===== config.mk =====
export PLATFORM = sky130hd
export DESIGN_NAME = binding_store_with_undo_trail
export DESIGN_NICKNAME = d
export VERILOG_FILES = /design/src/rtl/core/bst_pkg.sv /design/src/rtl/core/bst_cell.sv /design/src/rtl/core/binding_store_with_undo_trail.sv
export VERILOG_INCLUDE_DIRS = /design/src /design/src/rtl/core
export SDC_FILE = /design/constraint.sdc
export NUM_CORES = 2
export LEC_CHECK = 0
export BUFFER_PORTS_ARGS = -buffer_cell sky130_fd_sc_hd__clkbuf_2
export CAP_MARGIN = 30
export CORE_ASPECT_RATIO = 1.25
export CORE_MARGIN = 2
export CORE_UTILIZATION = 57
export CTS_CLUSTER_SIZE = 28
export DETAILED_ROUTE_END_ITERATION = 16
export GPL_TIMING_DRIVEN = 0
export HOLD_SLACK_MARGIN = 0.06
export PLACE_DENSITY_LB_ADDON = 0.05
export RECOVER_POWER = 50
export SETUP_SLACK_MARGIN = 0.1
export SKIP_LAST_GASP = 1
export SYNTH_ARGS = -nofsm -noshare
export SYNTH_HDL_FRONTEND = slang
export SYNTH_SLANG_ARGS = --single-unit

===== constraint.sdc =====
create_clock -name clock -period 3.6 [get_ports clock]
set_input_delay 0.54 -clock clock [delete_from_list [all_inputs] [get_ports clock]]
set_output_delay 0.54 -clock clock [all_outputs]
set_load 0.05 [all_outputs]

===== src/rtl/core/binding_store_with_undo_trail_assert.svh =====
// assertion macros shared by the binding store rtl
`ifndef BINDING_STORE_WITH_UNDO_TRAIL_ASSERT_SVH
`define BINDING_STORE_WITH_UNDO_TRAIL_ASSERT_SVH

// same-cycle implication, ignored while reset is high
`define BST_ASSERT_IMPL(lbl, clk, rst, ante, cons) \
   lbl: assert property (@(posedge clk) disable iff (rst) (ante) |-> (cons)) \
      else $error("binding store check failed");

// next-cycle implication, ignored while reset is high
`define BST_ASSERT_NEXT(lbl, clk, rst, ante, cons) \
   lbl: assert property (@(posedge clk) disable iff (rst) (ante) |=> (cons)) \
      else $error("binding store check failed");

`endif


===== src/rtl/core/bst_pkg.sv =====
// shared types and codes of the binding store
package bst_pkg;

   localparam int OPCODE_W = 2;
   localparam int VAR_ID_W = 16;
   localparam int VALUE_W  = 32;
   localparam int MARK_W   = 7;
   localparam int STATUS_W = 2;
   localparam int DEPTH_W  = 7;

   localparam logic [OPCODE_W-1:0] OP_BIND  = 2'd0;
   localparam logic [OPCODE_W-1:0] OP_MARK  = 2'd1;
   localparam logic [OPCODE_W-1:0] OP_VAR   = 2'd2;
   localparam logic [OPCODE_W-1:0] OP_CLEAR = 2'd3;

   localparam logic [STATUS_W-1:0] ST_OK      = 2'd0;
   localparam logic [STATUS_W-1:0] ST_BOUND   = 2'd1;
   localparam logic [STATUS_W-1:0] ST_FULL    = 2'd2;
   localparam logic [STATUS_W-1:0] ST_INVALID = 2'd3;

   // probe token handed from cell to cell
   typedef struct packed {
      logic live;
      logic found;
   } bst_tok_type;

endpackage


===== src/rtl/core/bst_cell.sv =====
// one binding slot of the row, with its stage of the search probe
module bst_cell #(
   parameter int VARIABLE_BITS = 16,
   parameter int VALUE_BITS    = 32,
   parameter int COUNT_BITS    = 7,
   parameter int IDX_BITS      = 6,
   parameter int CELL_INDEX    = 0
) (
   input  logic                     clock,
   input  logic                     reset,
   input  bst_pkg::bst_tok_type     tok_in,
   input  logic [IDX_BITS-1:0]      pos_in,
   output bst_pkg::bst_tok_type     tok_out,
   output logic [IDX_BITS-1:0]      pos_out,
   input  logic [VARIABLE_BITS-1:0] key,
   input  logic [COUNT_BITS-1:0]    count,
   input  logic                     wr_en,
   input  logic [VARIABLE_BITS-1:0] wr_var,
   input  logic [VALUE_BITS-1:0]    wr_val
);

   localparam logic [COUNT_BITS-1:0] MY_SLOT = COUNT_BITS'(CELL_INDEX);
   localparam logic [IDX_BITS-1:0]   MY_POS  = IDX_BITS'(CELL_INDEX);

   logic [VARIABLE_BITS-1:0] var_ff;
   logic [VALUE_BITS-1:0]    val_ff;
   bst_pkg::bst_tok_type     tok_ff, tok_pass_in;
   logic [IDX_BITS-1:0]      pos_ff, pos_pass_in;
   logic                     match;

   // slot is occupied when it sits below the fill count
   assign match = tok_in.live && !tok_in.found && (MY_SLOT < count) && (var_ff == key);

   always_comb begin
      tok_pass_in.live  = tok_in.live;
      tok_pass_in.found = tok_in.found || match;
      pos_pass_in       = match ? MY_POS : pos_in;
   end

   always_ff @(posedge clock) begin
      if (reset) begin
         tok_ff <= '0;
      end else begin
         tok_ff <= tok_pass_in;
      end
      pos_ff <= pos_pass_in;
      if (wr_en && (count == MY_SLOT)) begin
         var_ff <= wr_var;
         val_ff <= wr_val;
      end
   end

   assign tok_out = tok_ff;
   assign pos_out = pos_ff;

endmodule


===== src/rtl/core/binding_store_with_undo_trail.sv =====
// binding store with undo trail: control, fill count and the row of binding cells
// clear and undo-to-mark go from idle to the done state, then raise rsp_valid once the result register is free
// bind and undo-through-variable first launch a probe that walks the row, then go to the done state
// a new request beat is taken only in idle, after the last one has committed its result; it may be
//   taken while that result still waits for rsp_ready
// reset: fill count zero and control idle; the stored bindings in the cells are not cleared, no sweep
`include "binding_store_with_undo_trail_assert.svh"

module binding_store_with_undo_trail #(
   parameter int STORE_DEPTH   = 64,
   parameter int VARIABLE_BITS = 16,
   parameter int VALUE_BITS    = 32
) (
   input  logic                          clock,
   input  logic                          reset,
   input  logic                          req_valid,
   output logic                          req_ready,
   input  logic [bst_pkg::OPCODE_W-1:0]  req_opcode,
   input  logic [bst_pkg::VAR_ID_W-1:0]  req_variable_id,
   input  logic [bst_pkg::VALUE_W-1:0]   req_bound_value,
   input  logic [bst_pkg::MARK_W-1:0]    req_mark_depth,
   output logic                          rsp_valid,
   input  logic                          rsp_ready,
   output logic [bst_pkg::STATUS_W-1:0]  rsp_status,
   output logic [bst_pkg::DEPTH_W-1:0]   rsp_depth
);

   localparam int COUNT_BITS = $clog2(STORE_DEPTH + 1);
   localparam int IDX_BITS   = $clog2(STORE_DEPTH);
   localparam int CMP_BITS   = (COUNT_BITS > bst_pkg::MARK_W) ? COUNT_BITS : bst_pkg::MARK_W;
   localparam logic [COUNT_BITS-1:0] FULL_COUNT = COUNT_BITS'(STORE_DEPTH);

   // controller states
   localparam logic [1:0] S_IDLE = 2'd0;
   localparam logic [1:0] S_SCAN = 2'd1;
   localparam logic [1:0] S_DONE = 2'd2;

   logic [1:0]                     state_ff, state_in;
   logic                           launch_ff, launch_in;
   logic [COUNT_BITS-1:0]          count_ff, count_in;

   // latched request beat
   logic [bst_pkg::OPCODE_W-1:0]   op_ff;
   logic [VARIABLE_BITS-1:0]       key_ff;
   logic [VALUE_BITS-1:0]          val_ff;
   logic [bst_pkg::MARK_W-1:0]     mark_ff;

   // search outcome taken from the tail of the row
   logic                           found_ff;
   logic [IDX_BITS-1:0]            pos_ff;

   // result register
   logic                           rsp_valid_ff;
   logic [bst_pkg::STATUS_W-1:0]   rsp_status_ff;
   logic [bst_pkg::DEPTH_W-1:0]    rsp_depth_ff;

   logic                           accept;
   logic                           slot_free;
   logic                           commit;
   logic                           write_res;
   logic [bst_pkg::STATUS_W-1:0]   status_res;
   logic [COUNT_BITS-1:0]          count_res;
   logic                           wr_en;

   bst_pkg::bst_tok_type           tok_chain [0:STORE_DEPTH];
   logic [IDX_BITS-1:0]            pos_chain [0:STORE_DEPTH];

   // no request beat is taken while reset is high
   assign req_ready = !reset && (state_ff == S_IDLE);
   assign accept    = req_valid && req_ready;
   // result register can take a new beat this cycle
   assign slot_free = !rsp_valid_ff || rsp_ready;
   assign commit    = (state_ff == S_DONE) && slot_free;

   // next state and probe launch
   always_comb begin
      state_in  = state_ff;
      launch_in = 1'b0;
      unique case (state_ff)
         S_IDLE: begin
            if (req_valid) begin
               if ((req_opcode == bst_pkg::OP_BIND) || (req_opcode == bst_pkg::OP_VAR)) begin
                  launch_in = 1'b1;
                  state_in  = S_SCAN;
               end else begin
                  state_in  = S_DONE;
               end
            end
         end
         S_SCAN: begin
            // probe has left the last cell
            if (tok_chain[STORE_DEPTH].live) begin
               state_in = S_DONE;
            end
         end
         S_DONE: begin
            if (slot_free) begin
               state_in = S_IDLE;
            end
         end
         default: begin
            state_in = S_IDLE;
         end
      endcase
   end

   // outcome of the operation, applied on commit
   always_comb begin
      status_res = bst_pkg::ST_OK;
      count_res  = count_ff;
      write_res  = 1'b0;
      unique case (op_ff)
         bst_pkg::OP_BIND: begin
            // already-bound check wins over the full check
            priority if (found_ff) begin
               status_res = bst_pkg::ST_BOUND;
            end else if (count_ff == FULL_COUNT) begin
               status_res = bst_pkg::ST_FULL;
            end else begin
               write_res = 1'b1;
               count_res = count_ff + COUNT_BITS'(1);
            end
         end
         bst_pkg::OP_MARK: begin
            // mark above the depth leaves the store alone
            if (CMP_BITS'(mark_ff) > CMP_BITS'(count_ff)) begin
               status_res = bst_pkg::ST_INVALID;
            end else begin
               count_res = COUNT_BITS'(mark_ff);
            end
         end
         bst_pkg::OP_VAR: begin
            // pop through the binding: depth becomes its slot index
            if (!found_ff) begin
               status_res = bst_pkg::ST_INVALID;
            end else begin
               count_res = COUNT_BITS'(pos_ff);
            end
         end
         bst_pkg::OP_CLEAR: begin
            count_res = '0;
         end
         default: begin
            count_res = count_ff;
         end
      endcase
   end

   assign count_in = commit ? count_res : count_ff;
   // bind writes the slot at the current depth
   assign wr_en    = commit && write_res;

   always_ff @(posedge clock) begin
      if (reset) begin
         state_ff     <= S_IDLE;
         launch_ff    <= 1'b0;
         count_ff     <= '0;
         rsp_valid_ff <= 1'b0;
      end else begin
         state_ff  <= state_in;
         launch_ff <= launch_in;
         count_ff  <= count_in;
         if (commit) begin
            rsp_valid_ff <= 1'b1;
         end else if (rsp_ready) begin
            rsp_valid_ff <= 1'b0;
         end
      end
      if (accept) begin
         op_ff    <= req_opcode;
         key_ff   <= VARIABLE_BITS'(req_variable_id);
         val_ff   <= VALUE_BITS'(req_bound_value);
         mark_ff  <= req_mark_depth;
         found_ff <= 1'b0;
      end else if ((state_ff == S_SCAN) && tok_chain[STORE_DEPTH].live) begin
         found_ff <= tok_chain[STORE_DEPTH].found;
         pos_ff   <= pos_chain[STORE_DEPTH];
      end
      if (commit) begin
         rsp_status_ff <= status_res;
         rsp_depth_ff  <= bst_pkg::DEPTH_W'(count_res);
      end
   end

   // probe enters the head of the row with nothing found yet
   always_comb begin
      tok_chain[0].live  = launch_ff;
      tok_chain[0].found = 1'b0;
      pos_chain[0]       = '0;
   end

   // row of binding cells, probe moves one cell per cycle
   for (genvar i = 0; i < STORE_DEPTH; i++) begin : g_cell
      bst_cell #(
         .VARIABLE_BITS (VARIABLE_BITS),
         .VALUE_BITS    (VALUE_BITS),
         .COUNT_BITS    (COUNT_BITS),
         .IDX_BITS      (IDX_BITS),
         .CELL_INDEX    (i)
      ) u_cell (
         .clock   (clock),
         .reset   (reset),
         .tok_in  (tok_chain[i]),
         .pos_in  (pos_chain[i]),
         .tok_out (tok_chain[i+1]),
         .pos_out (pos_chain[i+1]),
         .key     (key_ff),
         .count   (count_ff),
         .wr_en   (wr_en),
         .wr_var  (key_ff),
         .wr_val  (val_ff)
      );
   end

   assign rsp_valid  = rsp_valid_ff;
   assign rsp_status = rsp_status_ff;
   assign rsp_depth  = rsp_depth_ff;

   // fill count never passes the capacity
   `BST_ASSERT_IMPL(a_count_bound, clock, reset, 1'b1, count_ff <= FULL_COUNT)
   // a taken request always leaves idle
   `BST_ASSERT_NEXT(a_accept_busy, clock, reset, accept, state_ff != S_IDLE)
   // the probe only reaches the tail during a search
   `BST_ASSERT_IMPL(a_tail_in_scan, clock, reset, tok_chain[STORE_DEPTH].live,
                    state_ff == S_SCAN)
   // a pending full result matches the held count
   `BST_ASSERT_IMPL(a_full_depth, clock, reset,
                    rsp_valid_ff && (rsp_status_ff == bst_pkg::ST_FULL),
                    count_ff == FULL_COUNT)

endmodule

==> flow_summary.rst <==
.. list-table::
   :header-rows: 1

   * - Metric
     - Value
   * - Global-route usage over all layers
     - 36.6%
   * - Core area
     - ~100000 um^2
   * - Startpoint Class
     - register
   * - # clock sinks
     - roughly 1500
   * - Final nets
     - 4404
   * - Signed area change from the synthesized netlist to the final layout
     - 15.3%
   * - Pin count of the biggest net entering global routing
     - 20
   * - Top flip-flop cell by instance count after synthesis
     - edfxtp_1
   * - Via count of the routed design
     - between 30000 and 40000
   * - Async S/R FF share, synth
     - 0%
   * - Data required time at the worst endpoint
     - 4.00 ns
   * - Number of max-capacitance violations reported
     - 0
   * - Flops & latches, synth
     - between 1500 and 2000
   * - Netlist cell types
     - 82
   * - DRC
     - 0
   * - Maximum ir drop on the vdd rail
     - 621 uV
   * - Worst flop-to-flop path startpoint
     - key_ff[7]
   * - Number of antenna violations at the first check in global routing
     - 9
   * - Final period util
     - 100%
   * - R2R cell count
     - 3
   * - Num CTS Buffers
     - approximately 150
   * - Clock Root Buffer
     - clkbuf_16
   * - Sequential-to-total area share from yosys stat
     - 69.4%
   * - Global-route wire length before repair
     - between 200000 and 300000 um
   * - Fraction of layout cells with a size suffix above 1
     - between 10% and 20%
   * - Max FO, Critical Path
     - 13
   * - Post-route cell area
     - ~68000 um^2
   * - DP Area
     - around 64000 um^2
   * - Die Height
     - 365 um
   * - Synthesized cell area
     - 59300 um^2
   * - First-iteration detailed-routing DRC count
     - approximately 4500
   * - Hold path startpoint
     - req_valid
   * - Achievable Freq
     - 0.277 GHz
   * - Final hold slack
     - 0.164 ns
   * - Setup repair after global routing missed its margin
     - no
   * - Maximum clock skew at final layout
     - about 0.033 ns
   * - Final critical path time including I/O delays and setup
     - 3.61 ns
   * - Number of standard cells in the final layout excluding fillers
     - roughly 5800
   * - Number of global-route vias before repair
     - approximately 34000
   * - Number of stages on the worst hold path
     - 5
   * - Horizontal extent of the die
     - 293 um
   * - DP Wirelength
     - between 100000 and 150000 um
   * - Count of warnings emitted by yosys
     - 0
   * - Average footprint of a synthesized cell
     - between 15 and 20 um^2
   * - Worst relative slew slack
     - about 6.2%
   * - Failing checks
     - setup timing
   * - Class of the most critical hold timing path
     - in -> reg
   * - Leakage power summed over all cells
     - 23.9 nW
   * - Post-synthesis cell count
     - 3920
   * - Setup Crit Path Kind
     - reg -> reg
   * - Power per unit of standard cell area
     - between 500 and 600 nW/um^2
   * - Actual transition at the worst max-transition pin
     - 1.41 ns
   * - Hold Violations, Final
     - 0
   * - Number of search-and-repair iterations in the first detailed-routing pass
     - 5
   * - Count of boundary I/O pins
     - between 70 and 80
   * - Filler Cells Inserted
     - ~7400
   * - Vias/cell
     - a little over 6
   * - Worst skew pair latency
     - about 0.8 ns
   * - Initial Util
     - between 50% and 60%
   * - Bufs on Longest Clock Path
     - 3
   * - Total setup violations reported at the end of the flow
     - 6
   * - Hold endpoint
     - state_ff[1]
   * - Data arrival time of the critical path
     - around 4 ns
   * - Average wire per standard cell
     - about 33 um
   * - Final setup margin
     - -0.00607 ns
   * - Critical path endpoint category
     - register
   * - DP Cell Count
     - between 5000 and 6000
   * - Number of nets in the synthesized netlist
     - 3992
   * - Global placer's final weighted congestion
     - approximately 0.98
   * - H-tree depth
     - 4
   * - TritonCTS clock tree
     - built
   * - Port Buf Inserts
     - 39
   * - Number of nets with antenna violations after routing
     - 0
   * - Total wire length after detailed routing
     - a little under 200000 um
   * - Terminus of the critical flop-to-flop path
     - g_cell[59].u_cell.var_ff[7]
   * - Global route total overflow
     - 0
   * - Worst-case register-to-register setup slack
     - -0.006 ns
   * - Core Rows
     - roughly 130
   * - Pins Over Slew Limit
     - 0
   * - Register clock-pin slew on the reported worst setup and hold paths
     - approximately 0.060 ns
   * - Die ar.
     - about 110000 um^2
   * - Number of flops mapped to enable cells by yosys
     - between 1000 and 1500
   * - Outcome
     - finished, violations left
## area by class of cell
type,count,area [um^2],share of cell area (%)
Clock inverter,57,443,0.648
Tap cell,1340,1680,2.45
Clock buffer,216,4300,6.28
Multi-Input combinational cell,2205,17200,25.2
Sequential cell,1525,41200,60.2
Inverter,26,97.6,0.143
Timing Repair Buffer,267,2320,3.39
Antenna cell,5,12.5,0.0183
Buffer,161,1160,1.70
## through the flow
stage | setup WS, ns | utilization, % | setup TNS (ns) | power (mW)
finish | -0.00607 | 66.2 | -0.0156 | 35.6
global route | 0.0563 | 66.2 | 0 | 36.3
CTS | 0.0224 | 67.5 | 0 | 35.8
detailed placement | -0.729 | 62.1 | -280.11 | 20.8
global placement | -3.56 | 59.2 | -2178.31 | 20.6
floorplan | 0.252 | - | 0 | 19.9
## worst max-delay path, cell delays in order, from the launching register on
cell and delay [ns]:
edfxtp_1 0.45, clkbuf_1 0.74, clkbuf_1 1.03, clkbuf_1 0.98
## logic make-up (layout without fill, tap and decap cells)
family          after synthesis  after routing  share of synthesized area, %
xor+xnor                   1008           1008                          14.9
other cells                   0              5                             0
buf+inv                     190            727                          2.09
compound gates              174            174                          2.66
fa+ha+maj                    11             11                         0.232
flops                      1525           1525                          69.4
mux                           3              3                        0.0548
simple gates               1009           1009                          10.7
## placed cells by master (no fill, tap or decap), types with 39 or more instances in the layout
cell type,count
buf_6,64
nor2b_1,185
nand2b_1,77
buf_2,39
xor2_1,555
clkbuf_1,156
nand4_1,111
o21ba_2,40
xnor2_1,453
nand3_1,60
edfxtp_1,1064
or2_2,92
buf_4,96
nor4_1,130
clkbuf_16,153
dfxtp_1,460
or2_1,40
## sequential cells by signal, summed over array words and instances, names as in the netlist
signal and count:
g_cell.u_cell.var_ff 1024, g_cell.u_cell.pos_out 321, g_cell.u_cell.tok_out 128, key_ff 16
count_ff 7, mark_ff 7, rsp_depth 7, pos_ff 6
op_ff 2, rsp_status 2, state_ff 2, found_ff 1
launch_ff 1, rsp_valid 1
## cell usage after synthesis, drive strengths merged, types with 9 or more instances
library cell / count / area share [%]
a2111oi: 17 / 0.57
a21oi: 35 / 0.31
a31oi: 9 / 0.095
and2: 27 / 0.28
and4: 9 / 0.13
buf: 139 / 1.8
clkbuf: 25 / 0.16
dfxtp: 461 / 16
edfxtp: 1064 / 54
ha: 11 / 0.23
inv: 26 / 0.16
nand2: 34 / 0.22
nand2b: 77 / 0.81
nand3: 61 / 0.52
nand3b: 10 / 0.13
nand4: 111 / 1.2
nand4b: 33 / 0.49
nor2: 83 / 0.54
nor2b: 185 / 2.0
nor3: 59 / 0.67
nor4: 146 / 1.8
nor4b: 10 / 0.17
o21ai: 17 / 0.14
o21ba: 50 / 0.84
or2: 138 / 1.5
xnor2: 453 / 6.7
xor2: 555 / 8.2
## report_power, final
| group | internal (mW) | switching, mW | total, mW |
|---|---|---|---|
| Clock | 8.54 | 6.67 | 15.2 |
| Combinational | 0.444 | 1.17 | 1.62 |
| Sequential | 18.7 | 0.0240 | 18.7 |
## how the worst max path moves through the flow
stage / from / end / slack, ns / depth (start not counted)
4_1_cts: count_ff[1] / g_cell[48].u_cell.var_ff[2] / 0.02 / 12
5_1_grt: key_ff[1] / g_cell[39].u_cell.var_ff[1] / 0.06 / 4
2_1_floorplan: rsp_valid / g_cell[47].u_cell.var_ff[0] / 0.25 / 6
6_report: key_ff[7] / g_cell[59].u_cell.var_ff[7] / -0.006 / 3
3_5_place_dp: count_ff[0] / g_cell[34].u_cell.var_ff[5] / -0.73 / 10
3_3_place_gp: key_ff[5] / g_cell[15].u_cell.pos_out[3] / -3.56 / 7
## per-layer routing
metal	share of wire [%]	global-route usage [%]	vias to the layer above
li1	-	-	14800
met5	0.0062	0	-
met3	11	8.05	595
met1	36	46.2	17700
met4	7.0	22.5	2
met2	46	58.0	2270
## timing repair
| action | CTS | global route |
|---|---|---|
| resized for setup | 82 | 18 |
| endpoints found under the setup margin | 1114 | 756 |
| hold endpoints to repair | 27 | 0 |
| pin swaps | 13 | 11 |
| setup buffers | 36 | 17 |
| hold buffers | 26 | 0 |
(Power assumes the default switching activity.)
